--- config.mk ---
export PLATFORM = sky130hd
export DESIGN_NAME = goal_command_retry_lane_core
export DESIGN_NICKNAME = d
export VERILOG_FILES = /design/src/hdl/gcrl_pkg.sv /design/src/hdl/goal_command_retry_lane_core.sv
export VERILOG_INCLUDE_DIRS = /design/src /design/src/hdl
export SDC_FILE = /design/constraint.sdc
export NUM_CORES = 1
export LEC_CHECK = 0
export BUFFER_PORTS_ARGS = -buffer_cell sky130_fd_sc_hd__buf_4
export CORE_UTILIZATION = 61
export CTS_BUF_LIST = sky130_fd_sc_hd__clkbuf_8
export DETAILED_ROUTE_END_ITERATION = 10
export GPL_ROUTABILITY_DRIVEN = 0
export PLACE_DENSITY = 0.89
export SETUP_SLACK_MARGIN = 0.02
export SYNTH_ARGS = -nofsm -noshare
export SYNTH_HDL_FRONTEND = slang
export SYNTH_SLANG_ARGS = --single-unit
export TNS_END_PERCENT = 1
--- constraint.sdc ---
create_clock -name clk_i -period 6.1 [get_ports clk_i]
set_input_delay 0.915 -clock clk_i [delete_from_list [all_inputs] [get_ports clk_i]]
set_output_delay 0.915 -clock clk_i [all_outputs]
set_load 0.03 [all_outputs]
--- src/hdl/goal_command_retry_lane_core_assert.svh ---
// ----------------------------------------------------------------------------
// Goal command retry lane: assertion macros
// Concurrent assertion wrappers, compiled out when SYNTH is defined.
// ----------------------------------------------------------------------------
`ifndef GOAL_COMMAND_RETRY_LANE_CORE_ASSERT_SVH
`define GOAL_COMMAND_RETRY_LANE_CORE_ASSERT_SVH

`ifndef SYNTH
// Assert a property on the rising clock edge, disabled during reset.
`define GCRL_ASSERT(lbl, clk, rstn, prop) \
  lbl: assert property (@(posedge clk) disable iff (!(rstn)) (prop)) \
    else $error("goal_command_retry_lane_core: assertion failed");
// Assert a property on the rising clock edge, also checked in reset.
`define GCRL_ASSERT_ALWAYS(lbl, clk, prop) \
  lbl: assert property (@(posedge clk) (prop)) \
    else $error("goal_command_retry_lane_core: assertion failed");
`else
`define GCRL_ASSERT(lbl, clk, rstn, prop)
`define GCRL_ASSERT_ALWAYS(lbl, clk, prop)
`endif

`endif

--- src/hdl/gcrl_pkg.sv ---
// ----------------------------------------------------------------------------
// Goal command retry lane: package
// Event codes, status codes, deadline codes, command kinds and configuration.
// ----------------------------------------------------------------------------
package gcrl_pkg;

  // Event carried by one input transaction
  typedef enum logic [2:0] {
    FUNC_BEGIN    = 3'd0,
    FUNC_CANCEL   = 3'd1,
    FUNC_TICK     = 3'd2,
    FUNC_ACK      = 3'd3,
    FUNC_WRESULT  = 3'd4,
    FUNC_DEADLINE = 3'd5
  } func_e;

  typedef enum logic [1:0] {
    STATUS_OK        = 2'd0,
    STATUS_EMPTY_ID  = 2'd1,
    STATUS_NO_GOAL   = 2'd2
  } status_e;

  typedef enum logic [1:0] {
    DL_NONE        = 2'd0,
    DL_START_ACK   = 2'd1,
    DL_CANCEL_TERM = 2'd2
  } deadline_e;

  // Command kind of an emitted write or an acknowledgement
  localparam logic KIND_START  = 1'b0;
  localparam logic KIND_CANCEL = 1'b1;

  // Configuration register indexes
  localparam int unsigned CfgIdxW = 2;
  localparam logic [CfgIdxW-1:0] CFG_RETRY_INTERVAL  = 2'd0;
  localparam logic [CfgIdxW-1:0] CFG_COMMAND_TIMEOUT = 2'd1;

  localparam logic [31:0] RETRY_INTERVAL_RST  = 32'd100;
  localparam logic [31:0] COMMAND_TIMEOUT_RST = 32'd1000;

endpackage

--- src/hdl/goal_command_retry_lane_core.sv ---
// ----------------------------------------------------------------------------
// Goal command retry lane core
// Binds one goal, resends its start or cancel command on ticks until it is
// acknowledged, and latches a deadline code when a phase times out.
// ----------------------------------------------------------------------------
// One event is accepted per clock cycle and its result appears in the output
// register on the next cycle; the input is ready whenever the output register
// is empty or being drained in the same cycle, so the lane sustains one
// transaction per cycle while out_ready_i keeps up. The cycle is set by the
// wrapping 32-bit time subtraction and compare against the retry interval and
// the command timeout. goal_active_o and cancel_pending_o show the goal state
// after the event whose result is on the output. Configuration is written
// through a plain write port and must only change while the lane is idle.
module goal_command_retry_lane_core (
  input  logic                         clk_i,
  input  logic                         rst_ni,
  // configuration
  input  logic                         cfg_we_i,
  input  logic [gcrl_pkg::CfgIdxW-1:0] cfg_index_i,
  input  logic [31:0]                  cfg_data_i,
  // input channel
  input  logic                         in_valid_i,
  output logic                         in_ready_o,
  input  logic [2:0]                   func_i,
  input  logic [31:0]                  now_time_i,
  input  logic [15:0]                  task_id_i,
  input  logic [15:0]                  req_id_i,
  input  logic                         id_is_cancel_i,
  input  logic                         ack_kind_i,
  input  logic                         ack_accepted_i,
  input  logic                         write_ok_i,
  input  logic [31:0]                  target_i,
  input  logic [7:0]                   reason_code_i,
  input  logic                         link_ready_i,
  // output channel
  output logic                         out_valid_o,
  input  logic                         out_ready_i,
  output logic [1:0]                   status_o,
  output logic                         write_valid_o,
  output logic                         write_kind_o,
  output logic [15:0]                  write_task_id_o,
  output logic [15:0]                  write_req_id_o,
  output logic [31:0]                  write_target_o,
  output logic [7:0]                   write_reason_o,
  output logic                         cancel_accepted_o,
  output logic [1:0]                   deadline_code_o,
  output logic                         goal_active_o,
  output logic                         cancel_pending_o
);
  import gcrl_pkg::*;

  // Configuration registers
  logic [31:0] retry_q, timeout_q;

  // Goal state
  logic        active_q, active_d;
  logic [15:0] bound_task_q, bound_task_d;
  logic [15:0] bound_request_q, bound_request_d;
  logic [31:0] bound_target_q, bound_target_d;
  logic        in_cancel_q, in_cancel_d;
  logic [7:0]  saved_reason_q, saved_reason_d;
  logic        start_sent_valid_q, start_sent_valid_d;
  logic [31:0] start_sent_time_q, start_sent_time_d;
  logic        cancel_sent_valid_q, cancel_sent_valid_d;
  logic [31:0] cancel_sent_time_q, cancel_sent_time_d;
  logic [31:0] phase_start_q, phase_start_d;
  deadline_e   pending_code_q, pending_code_d;
  logic        start_done_q, start_done_d;
  logic        start_acked_q, start_acked_d;
  logic        cancel_done_ack_q, cancel_done_ack_d;
  logic        expired_q, expired_d;

  // Result register
  logic        out_valid_q;
  status_e     status_q, status_d;
  logic        wvalid_q, wvalid_d;
  logic        wkind_q, wkind_d;
  logic [15:0] wtask_q, wtask_d;
  logic [15:0] wreq_q, wreq_d;
  logic [31:0] wtarget_q, wtarget_d;
  logic [7:0]  wreason_q, wreason_d;
  logic        caccept_q, caccept_d;
  deadline_e   dcode_q, dcode_d;

  logic        in_fire;
  logic        due, start_retry_due, cancel_retry_due, cancel_match;
  logic [31:0] since_phase, since_start, since_cancel;

  assign in_ready_o = !out_valid_q || out_ready_i;
  assign in_fire    = in_valid_i && in_ready_o;

  // Wrapping elapsed-time compares
  assign since_phase      = now_time_i - phase_start_q;
  assign since_start      = now_time_i - start_sent_time_q;
  assign since_cancel     = now_time_i - cancel_sent_time_q;
  assign due              = since_phase >= timeout_q;
  assign start_retry_due  = !start_sent_valid_q || (since_start >= retry_q);
  assign cancel_retry_due = !cancel_sent_valid_q || (since_cancel >= retry_q);
  assign cancel_match     = in_cancel_q ? (id_is_cancel_i && req_id_i == bound_request_q)
                                        : (!id_is_cancel_i && req_id_i == 16'd0);

  // Compute next goal state and the result of one event
  always_comb begin
    active_d            = active_q;
    bound_task_d        = bound_task_q;
    bound_request_d     = bound_request_q;
    bound_target_d      = bound_target_q;
    in_cancel_d         = in_cancel_q;
    saved_reason_d      = saved_reason_q;
    start_sent_valid_d  = start_sent_valid_q;
    start_sent_time_d   = start_sent_time_q;
    cancel_sent_valid_d = cancel_sent_valid_q;
    cancel_sent_time_d  = cancel_sent_time_q;
    phase_start_d       = phase_start_q;
    pending_code_d      = pending_code_q;
    start_done_d        = start_done_q;
    start_acked_d       = start_acked_q;
    cancel_done_ack_d   = cancel_done_ack_q;
    expired_d           = expired_q;

    status_d  = STATUS_OK;
    wvalid_d  = 1'b0;
    wkind_d   = KIND_START;
    wtask_d   = '0;
    wreq_d    = '0;
    wtarget_d = '0;
    wreason_d = '0;
    caccept_d = 1'b0;
    dcode_d   = DL_NONE;

    case (func_i)
      FUNC_BEGIN: begin
        if (task_id_i == 16'd0 || req_id_i == 16'd0) begin
          status_d = STATUS_EMPTY_ID;
        end else begin
          // Replace any bound goal
          active_d            = 1'b1;
          bound_task_d        = task_id_i;
          bound_request_d     = req_id_i;
          bound_target_d      = target_i;
          in_cancel_d         = 1'b0;
          saved_reason_d      = '0;
          start_sent_valid_d  = 1'b0;
          start_sent_time_d   = '0;
          cancel_sent_valid_d = 1'b0;
          cancel_sent_time_d  = '0;
          phase_start_d       = now_time_i;
          pending_code_d      = DL_NONE;
          start_done_d        = 1'b0;
          start_acked_d       = 1'b0;
          cancel_done_ack_d   = 1'b0;
          expired_d           = 1'b0;
        end
      end
      FUNC_CANCEL: begin
        if (!active_q) begin
          status_d = STATUS_NO_GOAL;
        end else if (in_cancel_q) begin
          caccept_d = 1'b1;
        end else if (!start_done_q) begin
          // Drop the goal: nothing was written yet
          active_d            = 1'b0;
          bound_task_d        = '0;
          bound_request_d     = '0;
          bound_target_d      = '0;
          saved_reason_d      = '0;
          start_sent_valid_d  = 1'b0;
          start_sent_time_d   = '0;
          cancel_sent_valid_d = 1'b0;
          cancel_sent_time_d  = '0;
          phase_start_d       = '0;
          pending_code_d      = DL_NONE;
          start_acked_d       = 1'b0;
          cancel_done_ack_d   = 1'b0;
          expired_d           = 1'b0;
        end else begin
          in_cancel_d    = 1'b1;
          saved_reason_d = reason_code_i;
          phase_start_d  = now_time_i;
          pending_code_d = DL_NONE;
          expired_d      = 1'b0;
          caccept_d      = 1'b1;
        end
      end
      FUNC_TICK: begin
        if (active_q) begin
          if (!expired_q && due && (in_cancel_q || !start_acked_q)) begin
            expired_d      = 1'b1;
            pending_code_d = in_cancel_q ? DL_CANCEL_TERM : DL_START_ACK;
          end else if (!expired_q && link_ready_i) begin
            // Send or resend the command of the current phase
            if (!in_cancel_q) begin
              if (!start_acked_q && start_retry_due) begin
                wvalid_d           = 1'b1;
                wkind_d            = KIND_START;
                wtask_d            = bound_task_q;
                wreq_d             = bound_request_q;
                wtarget_d          = bound_target_q;
                start_sent_valid_d = 1'b1;
                start_sent_time_d  = now_time_i;
              end
            end else if (!cancel_done_ack_q && cancel_retry_due) begin
              wvalid_d            = 1'b1;
              wkind_d             = KIND_CANCEL;
              wtask_d             = bound_task_q;
              wreq_d              = bound_request_q;
              wreason_d           = saved_reason_q;
              cancel_sent_valid_d = 1'b1;
              cancel_sent_time_d  = now_time_i;
            end
          end
        end
      end
      FUNC_ACK: begin
        if (active_q && task_id_i == bound_task_q) begin
          if (ack_kind_i == KIND_START) begin
            if (!id_is_cancel_i && req_id_i == bound_request_q) begin
              start_acked_d = 1'b1;
            end
          end else if (cancel_match) begin
            cancel_done_ack_d = ack_accepted_i;
          end
        end
      end
      FUNC_WRESULT: begin
        if (active_q && req_id_i == bound_request_q) begin
          if (!id_is_cancel_i) begin
            if (write_ok_i) begin
              start_done_d = 1'b1;
            end else begin
              start_sent_valid_d = 1'b0;
            end
          end else if (in_cancel_q && !write_ok_i) begin
            cancel_sent_valid_d = 1'b0;
          end
        end
      end
      FUNC_DEADLINE: begin
        dcode_d        = pending_code_q;
        pending_code_d = DL_NONE;
      end
      default: begin
      end
    endcase
  end

  // Configuration registers
  always_ff @(posedge clk_i or negedge rst_ni) begin
    if (!rst_ni) begin
      retry_q   <= RETRY_INTERVAL_RST;
      timeout_q <= COMMAND_TIMEOUT_RST;
    end else if (cfg_we_i) begin
      case (cfg_index_i)
        CFG_RETRY_INTERVAL:  retry_q   <= cfg_data_i;
        CFG_COMMAND_TIMEOUT: timeout_q <= cfg_data_i;
        default: begin
        end
      endcase
    end
  end

  // Advance goal state on each accepted transaction
  always_ff @(posedge clk_i or negedge rst_ni) begin
    if (!rst_ni) begin
      active_q            <= 1'b0;
      bound_task_q        <= '0;
      bound_request_q     <= '0;
      bound_target_q      <= '0;
      in_cancel_q         <= 1'b0;
      saved_reason_q      <= '0;
      start_sent_valid_q  <= 1'b0;
      start_sent_time_q   <= '0;
      cancel_sent_valid_q <= 1'b0;
      cancel_sent_time_q  <= '0;
      phase_start_q       <= '0;
      pending_code_q      <= DL_NONE;
      start_done_q        <= 1'b0;
      start_acked_q       <= 1'b0;
      cancel_done_ack_q   <= 1'b0;
      expired_q           <= 1'b0;
    end else if (in_fire) begin
      active_q            <= active_d;
      bound_task_q        <= bound_task_d;
      bound_request_q     <= bound_request_d;
      bound_target_q      <= bound_target_d;
      in_cancel_q         <= in_cancel_d;
      saved_reason_q      <= saved_reason_d;
      start_sent_valid_q  <= start_sent_valid_d;
      start_sent_time_q   <= start_sent_time_d;
      cancel_sent_valid_q <= cancel_sent_valid_d;
      cancel_sent_time_q  <= cancel_sent_time_d;
      phase_start_q       <= phase_start_d;
      pending_code_q      <= pending_code_d;
      start_done_q        <= start_done_d;
      start_acked_q       <= start_acked_d;
      cancel_done_ack_q   <= cancel_done_ack_d;
      expired_q           <= expired_d;
    end
  end

  // Hold the result until the output transaction completes
  always_ff @(posedge clk_i or negedge rst_ni) begin
    if (!rst_ni) begin
      out_valid_q <= 1'b0;
    end else if (in_ready_o) begin
      out_valid_q <= in_valid_i;
    end
  end

  always_ff @(posedge clk_i) begin
    if (in_fire) begin
      status_q  <= status_d;
      wvalid_q  <= wvalid_d;
      wkind_q   <= wkind_d;
      wtask_q   <= wtask_d;
      wreq_q    <= wreq_d;
      wtarget_q <= wtarget_d;
      wreason_q <= wreason_d;
      caccept_q <= caccept_d;
      dcode_q   <= dcode_d;
    end
  end

  // Goal state only moves when the output register reloads
  assign out_valid_o        = out_valid_q;
  assign status_o           = status_q;
  assign write_valid_o      = wvalid_q;
  assign write_kind_o       = wkind_q;
  assign write_task_id_o    = wtask_q;
  assign write_req_id_o     = wreq_q;
  assign write_target_o     = wtarget_q;
  assign write_reason_o     = wreason_q;
  assign cancel_accepted_o  = caccept_q;
  assign deadline_code_o    = dcode_q;
  assign goal_active_o      = active_q;
  assign cancel_pending_o   = in_cancel_q;

  `include "goal_command_retry_lane_core_assert.svh"

  `GCRL_ASSERT(a_cancel_needs_goal, clk_i, rst_ni, in_cancel_q |-> active_q)
  `GCRL_ASSERT(a_pending_needs_goal, clk_i, rst_ni, (pending_code_q != DL_NONE) |-> active_q)
  `GCRL_ASSERT(a_cancel_after_start, clk_i, rst_ni, $rose(in_cancel_q) |-> start_done_q)
  `GCRL_ASSERT(a_write_needs_goal, clk_i, rst_ni, (out_valid_q && wvalid_q) |-> active_q)

endmodule
Yosys cells after proc, flatten, opt, wreduce, memory -nomap -nowiden. Index checks and enable logic that the tools add are counted.

Register bits after elaboration: 322. Input bits: 151. Word-level logic and storage cells: 226.

Add/sub/neg operators: 3. Magnitude comparators: 3. Equality and inequality tests: 31. Multiplexer cells: 101. Bitwise logic cells: 6. Reduce and logical (&&, ||, !) cells: 54.

Operators with widths (count): $mux W32 (19); $pmux W32 S3 (2); $mux W16 (11); $pmux W32 S2 (2); $ge A32 B32 Y1 (3); $sub A32 B32 Y32 (3); $pmux W16 S2 (2); $ne A2 B2 Y1 const B (23); $mux W1 (43); $eq A16 B16 Y1 (2); $logic_not A16 Y1 (2); $mux W8 (4); $reduce_and A14 Y1 (2); $reduce_and A11 Y1 (2); $reduce_and A9 Y1 (2); $pmux W8 S2 (1); $mux W2 (7); $reduce_and A7 Y1 (2); $logic_and A1 B1 Y1 (12); $reduce_and A6 Y1 (2); $reduce_or A6 Y1 (2); $pmux W1 S3 (3); $logic_not A1 Y1 (8); $pmux W1 S4 (2); other kinds (20) (37).

Longest topological paths before layout.
Word-level depth: 10. Mapped depth: 27.

Worst setup path before layout. No wires, ideal clock.

Path type: input-to-reg. Start: input now_time_i[0]. End: register wreq_q[10] (netlist: write_req_id_o[10]), data pin. Setup time: 0.131 ns. Arrival: 5.684 ns. Setup slack: 0.284 ns. Stages on the path: 24. Cells stage by stage: inv_1 -> ha_1 -> inv_1 -> fa_1 -> a21o_1 -> a221oi_1 -> o21ai_0 -> o211a_1 -> a21oi_1 -> a311o_1 -> a21oi_1 -> a2111oi_0 -> o21bai_1 -> xor2_1 -> ha_1 -> nand4_1 -> or3_1 -> or3_1 -> o221a_2 -> nand2_1 -> and4bb_4 -> o21bai_2 -> clkbuf_1 -> and2_1.

Word-level cells in the longest chain between the ends: 6. Elaborated cells on any way between the ends: 16. Those cells by class: add/sub: 3; order compare: 3; mux: 3; reduce/logical: 7.

Ends and longest elaborated chain: start, declared (RTL line goal_command_retry_lane_core.sv:25) `input logic [31:0] now_time_i,`; $sub A32 B32 Y32 (on tied branches) (RTL line goal_command_retry_lane_core.sv:94, goal_command_retry_lane_core.sv:95); $ge A32 B32 Y1 (on tied branches) (RTL line goal_command_retry_lane_core.sv:97, goal_command_retry_lane_core.sv:98); $logic_or A1 B1 Y1 (on tied branches) (RTL line goal_command_retry_lane_core.sv:97, goal_command_retry_lane_core.sv:98); $logic_and A1 B1 Y1 (on tied branches) (RTL line goal_command_retry_lane_core.sv:193, goal_command_retry_lane_core.sv:202); $mux W16 (on tied branches) (RTL line goal_command_retry_lane_core.sv:193, goal_command_retry_lane_core.sv:202); $mux W16 (RTL line goal_command_retry_lane_core.sv:192) `if (!in_cancel_q) begin`; end signal, assigned (RTL line goal_command_retry_lane_core.sv:316) `wreq_q <= wreq_d;`; end, declared (RTL line goal_command_retry_lane_core.sv:79) `logic [15:0] wreq_q, wreq_d;`.

Parallel ways exist; a longest one is shown, timed or not. A chain may end at the register's enable or synchronous reset.

Final worst setup path.
Start: input now_time_i[0]. End: register cancel_sent_time_q[4].

Word-level cells in the longest chain between the ends: 6. Elaborated cells on any way between the ends: 11. Those cells by class: add/sub: 2; order compare: 2; eq/ne: 2; reduce/logical: 5.

Ends and longest elaborated chain: $sub A32 B32 Y32 (on tied branches) (RTL line goal_command_retry_lane_core.sv:95, goal_command_retry_lane_core.sv:93); $ge A32 B32 Y1 (on tied branches) (RTL line goal_command_retry_lane_core.sv:98, goal_command_retry_lane_core.sv:96); $logic_or A1 B1 Y1 / $logic_and A1 B1 Y1 (equally long branches) (RTL line goal_command_retry_lane_core.sv:98, goal_command_retry_lane_core.sv:187); $logic_and A1 B1 Y1 (on tied branches) (RTL line goal_command_retry_lane_core.sv:202, goal_command_retry_lane_core.sv:187); $ne A2 B2 Y1 (no line); $reduce_and A11 Y1 (no line) *; end signal, assigned (RTL line goal_command_retry_lane_core.sv:291) `cancel_sent_time_q <= cancel_sent_time_d;`; end, declared (RTL line goal_command_retry_lane_core.sv:65) `logic [31:0] cancel_sent_time_q, cancel_sent_time_d;`.

Mark *: on every way between the ends. The rest lies on a longest branch, timed or not.

==> results.toml <==
[global_routing]
grt_antenna_before_repair = 0
grt_max_degree = 132
grt_pass1_vias = 16500
grt_pass1_wl_um = 82900
grt_remaining_overflow = 0
grt_usage = 0.316

[synthesis]
synth_top_family_by_area = "compound AO/OA/AOI/OAI gates"
yosys.area_share.simple = 0.121
syn-instance-count = 1879
synthDistinctLibCells = 77
seq_area_frac_synth = 0.438
synth-async-reset-ratio = 0.755
synth_compound_area_frac = 0.192
ys_top_cells_by_area = "dfrtp_1 30%, edfxtp_1 12%, ha_1 12%, a22o_1 4.4%, inv_1 3.5%"
synth_xor_area_frac = 0.0526
yosys.area.top_type = "dfrtp_1"
synth_flop_cell = "dfrtp_1"
yosys_register_bits = 322
synth.net_count = 2222
synth.avg_cell_area_um2 = 10.3
yosysWarnings = 0
yosys-mux-area-fraction = 0.0192
synth_edf_count = 79
synth_top_cell_area_share = 0.303
synth-adder-area-share = 0.126
syn_area_um2 = 19300

[route]
final_antenna_net_count = 0
wire_per_inst_um = 19.3
wl_um = 51700
drtIter0Drc = 1436
drt_pass1_iterations = 9
via_per_inst = 6.14
drc = 10
vias = 16400

[floorplan]
die_x_um = 180
die_y_um = 180
initial_core_util = 0.626
num_rows = 64
die-area_um2 = 32400
io_pins = 234
core-area_um2 = 30800

[placed_design]
place_ws_ns = -0.854
dp_hpwl_um = 37700
io_buffer_count = 233
placedCellCount = 2577

[critical_path]
arrival_ns = 6.34
cp_common_cell = "buf_4"
timing.rr.start = "phase_start_q[8]"
worst_path_max_delay_cell = "or4b_1"
crit_type = "primary input to register"
required_ns = 6.57
end_kind = "register"
max_stage_delay_ns = 0.55
startpoint = "now_time_i[0]"
reg2regPathDepth = 26
cp-start-kind = "primary input"
worst-path-max-fanout = 17

[sta]
whs_ns = 0.316
drv_slew = 0
clock.fmax_ghz = 0.170
hold_viol = 0
worst_slew_pin_slew_ns = 1.20
grt_setup_unrepaired = "true"
slew_headroom = 0.202
fin_worst_skew_ns = 0.0429
setup_ws_ns = 0.230
fin_crit_ns = 5.87
post-route-period-util = 0.962
setup_viol = 0

[cts]
clock-sinks = 322
cts_buffer_depth = 3
hold_buffers = 0
clk_pin_slew_ns = 0.06
htree_num_levels = 2
clk_latency_ns = 0.63
clk_root_buffer_cell = "clkbuf_8"
cts_buffers = 54
cts_tree = "built"

[layout]
insertedDiodeCount = 0
area_growth_pct = 22.1
fin_nets = 2584
final-instance-count-excl-fill = 2679
layout-drive-gt1-share = 0.226

[run_status]
violations = "design-rule violations"
outcome = "finished with violations"

[run]
drv_cap = 0

[min_path]
min_path_type = "primary input to async pin"

[power_and_ir_drop]
p_total_mw = 6.85
peakVddDrop_uv = 189
p_leak_nw = 11.1
cellPowerDensity_nw_per_um2 = 291
through the flow:
| step | utilization | TNS [ns] | instance area (µm²) |
|---|---|---|---|
| after global placement | 0.726 | -34.38 | 22400 |
| after global routing | 0.765 | -0.0196 | 23600 |
| after detailed placement | 0.726 | -48.41 | 22400 |
| after floorplan | - | 0 | 19300 |
| after CTS | 0.763 | 0 | 23500 |
| final | 0.765 | 0 | 23600 |
cell type report:
cell class / count / area, µm²
fill: 1955 / 7250
sequential: 322 / 8460
clock inverter: 33 / 216
clock buffer: 65 / 895
timing repair buffer: 372 / 2910
multi-input combinational: 1310 / 9930
tap: 396 / 495
inverter: 181 / 679
logic make-up (layout without fill, tap and decap cells):
group / after synthesis / in the layout
muxes: 33 / 33
buffers and inverters: 248 / 651
xor gates and xnor gates: 116 / 116
adders and majority gates: 192 / 192
AOI/OAI and AO/OA: 523 / 523
DFF: 322 / 322
and+or+nand+nor: 445 / 446
cell usage in the layout, fill, tap and decap left out, types with 76 or more instances in the layout:
| cell type | instances |
|---|---|
| buf_4 | 361 |
| dfrtp_1 | 234 |
| inv_1 | 204 |
| ha_1 | 189 |
| o21ai_0 | 104 |
| a21oi_1 | 97 |
| a22o_1 | 96 |
| nand2_1 | 95 |
| edfxtp_1 | 79 |
| a21o_1 | 78 |
| xnor2_1 | 76 |
synthesized netlist by cell type, types with 4 or more instances:
cell type and instances:
o21bai_1 15, a21o_1 78, a22o_1 96, nor2b_1 12, edfxtp_1 79, dfrtp_1 234
xnor2_1 76, mux2_2 33, nor4_1 18, nand3_1 60, nand2_1 96, o21ai_0 104
or3_1 7, nor3_1 21, dfstp_2 9, inv_1 181, nor2_1 66, nand2b_1 18
xor2_1 40, and2_1 75, o31ai_1 7, and3_1 9, a211o_1 4, a21oi_1 98
a211oi_1 15, nand4_1 34, o31a_1 5, clkbuf_1 45, nor3b_1 4, and4_1 5
a32o_1 32, o211ai_1 5, buf_6 6, buf_1 6, o21a_1 16, ha_1 189
a31oi_1 4, a21boi_0 5, or2_2 5, buf_2 9
registers in the layout, summed over array words and instances, names as in the netlist, 2 cells and up:
| register | flops |
|---|---|
| write_task_id_o | 16 |
| pending_code_q | 2 |
| write_reason_o | 8 |
| saved_reason_q | 8 |
| phase_start_q | 32 |
| status_o | 2 |
| timeout_q | 32 |
| deadline_code_o | 2 |
| bound_request_q | 16 |
| bound_task_q | 16 |
| cancel_sent_time_q | 32 |
| write_req_id_o | 16 |
| bound_target_q | 32 |
| write_target_o | 32 |
| retry_q | 32 |
| start_sent_time_q | 32 |
layer usage:
layer	vias up	routed length (µm)	part of all wire	global-route usage
li1	7545	-	-	-
met1	7980	20600	0.40	0.400
met2	721	25200	0.49	0.537
met3	198	3400	0.066	0.0436
met4	0	2450	0.047	0.153
met5	-	0	0	0
worst paths after layout:
kind | endpoint | slack (ns)
worst max-delay path | cancel_sent_time_q[4] | 0.23
worst min-delay path | bound_target_q[13] | 0.32
worst max register to register | cancel_sent_time_q[4] | 0.37
worst min register to register | saved_reason_q[3] | 0.47
max in group asynchronous | timeout_q[2] | 4.49
min in group clk_i | saved_reason_q[3] | 0.47
critical path, delay by kind of cell:
| family | cells | cell delay [ns] |
|---|---|---|
| compound gates | 11 | 2.25 |
| fa+ha+maj | 3 | 0.77 |
| simple gates | 7 | 1.19 |
| buf+inv | 8 | 1.07 |
| xor+xnor | 1 | 0.11 |
repair_timing:
action	CTS	global route
gates cloned	1	0
gates resized for setup	1	6
pin swaps	0	1
setup endpoints to repair	32	127
setup buffers	0	3
power breakdown:
part / total (mW) / leakage (nW) / switching (mW) / internal [mW]
clock network: 1.97 / 0.652 / 0.909 / 1.06
registers: 2.60 / 3.92 / 0.132 / 2.46
logic: 2.29 / 6.57 / 1.24 / 1.05
total: 6.85 / 11.1 / 2.28 / 4.57
No activity file was read; power rests on OpenSTA's default activity.
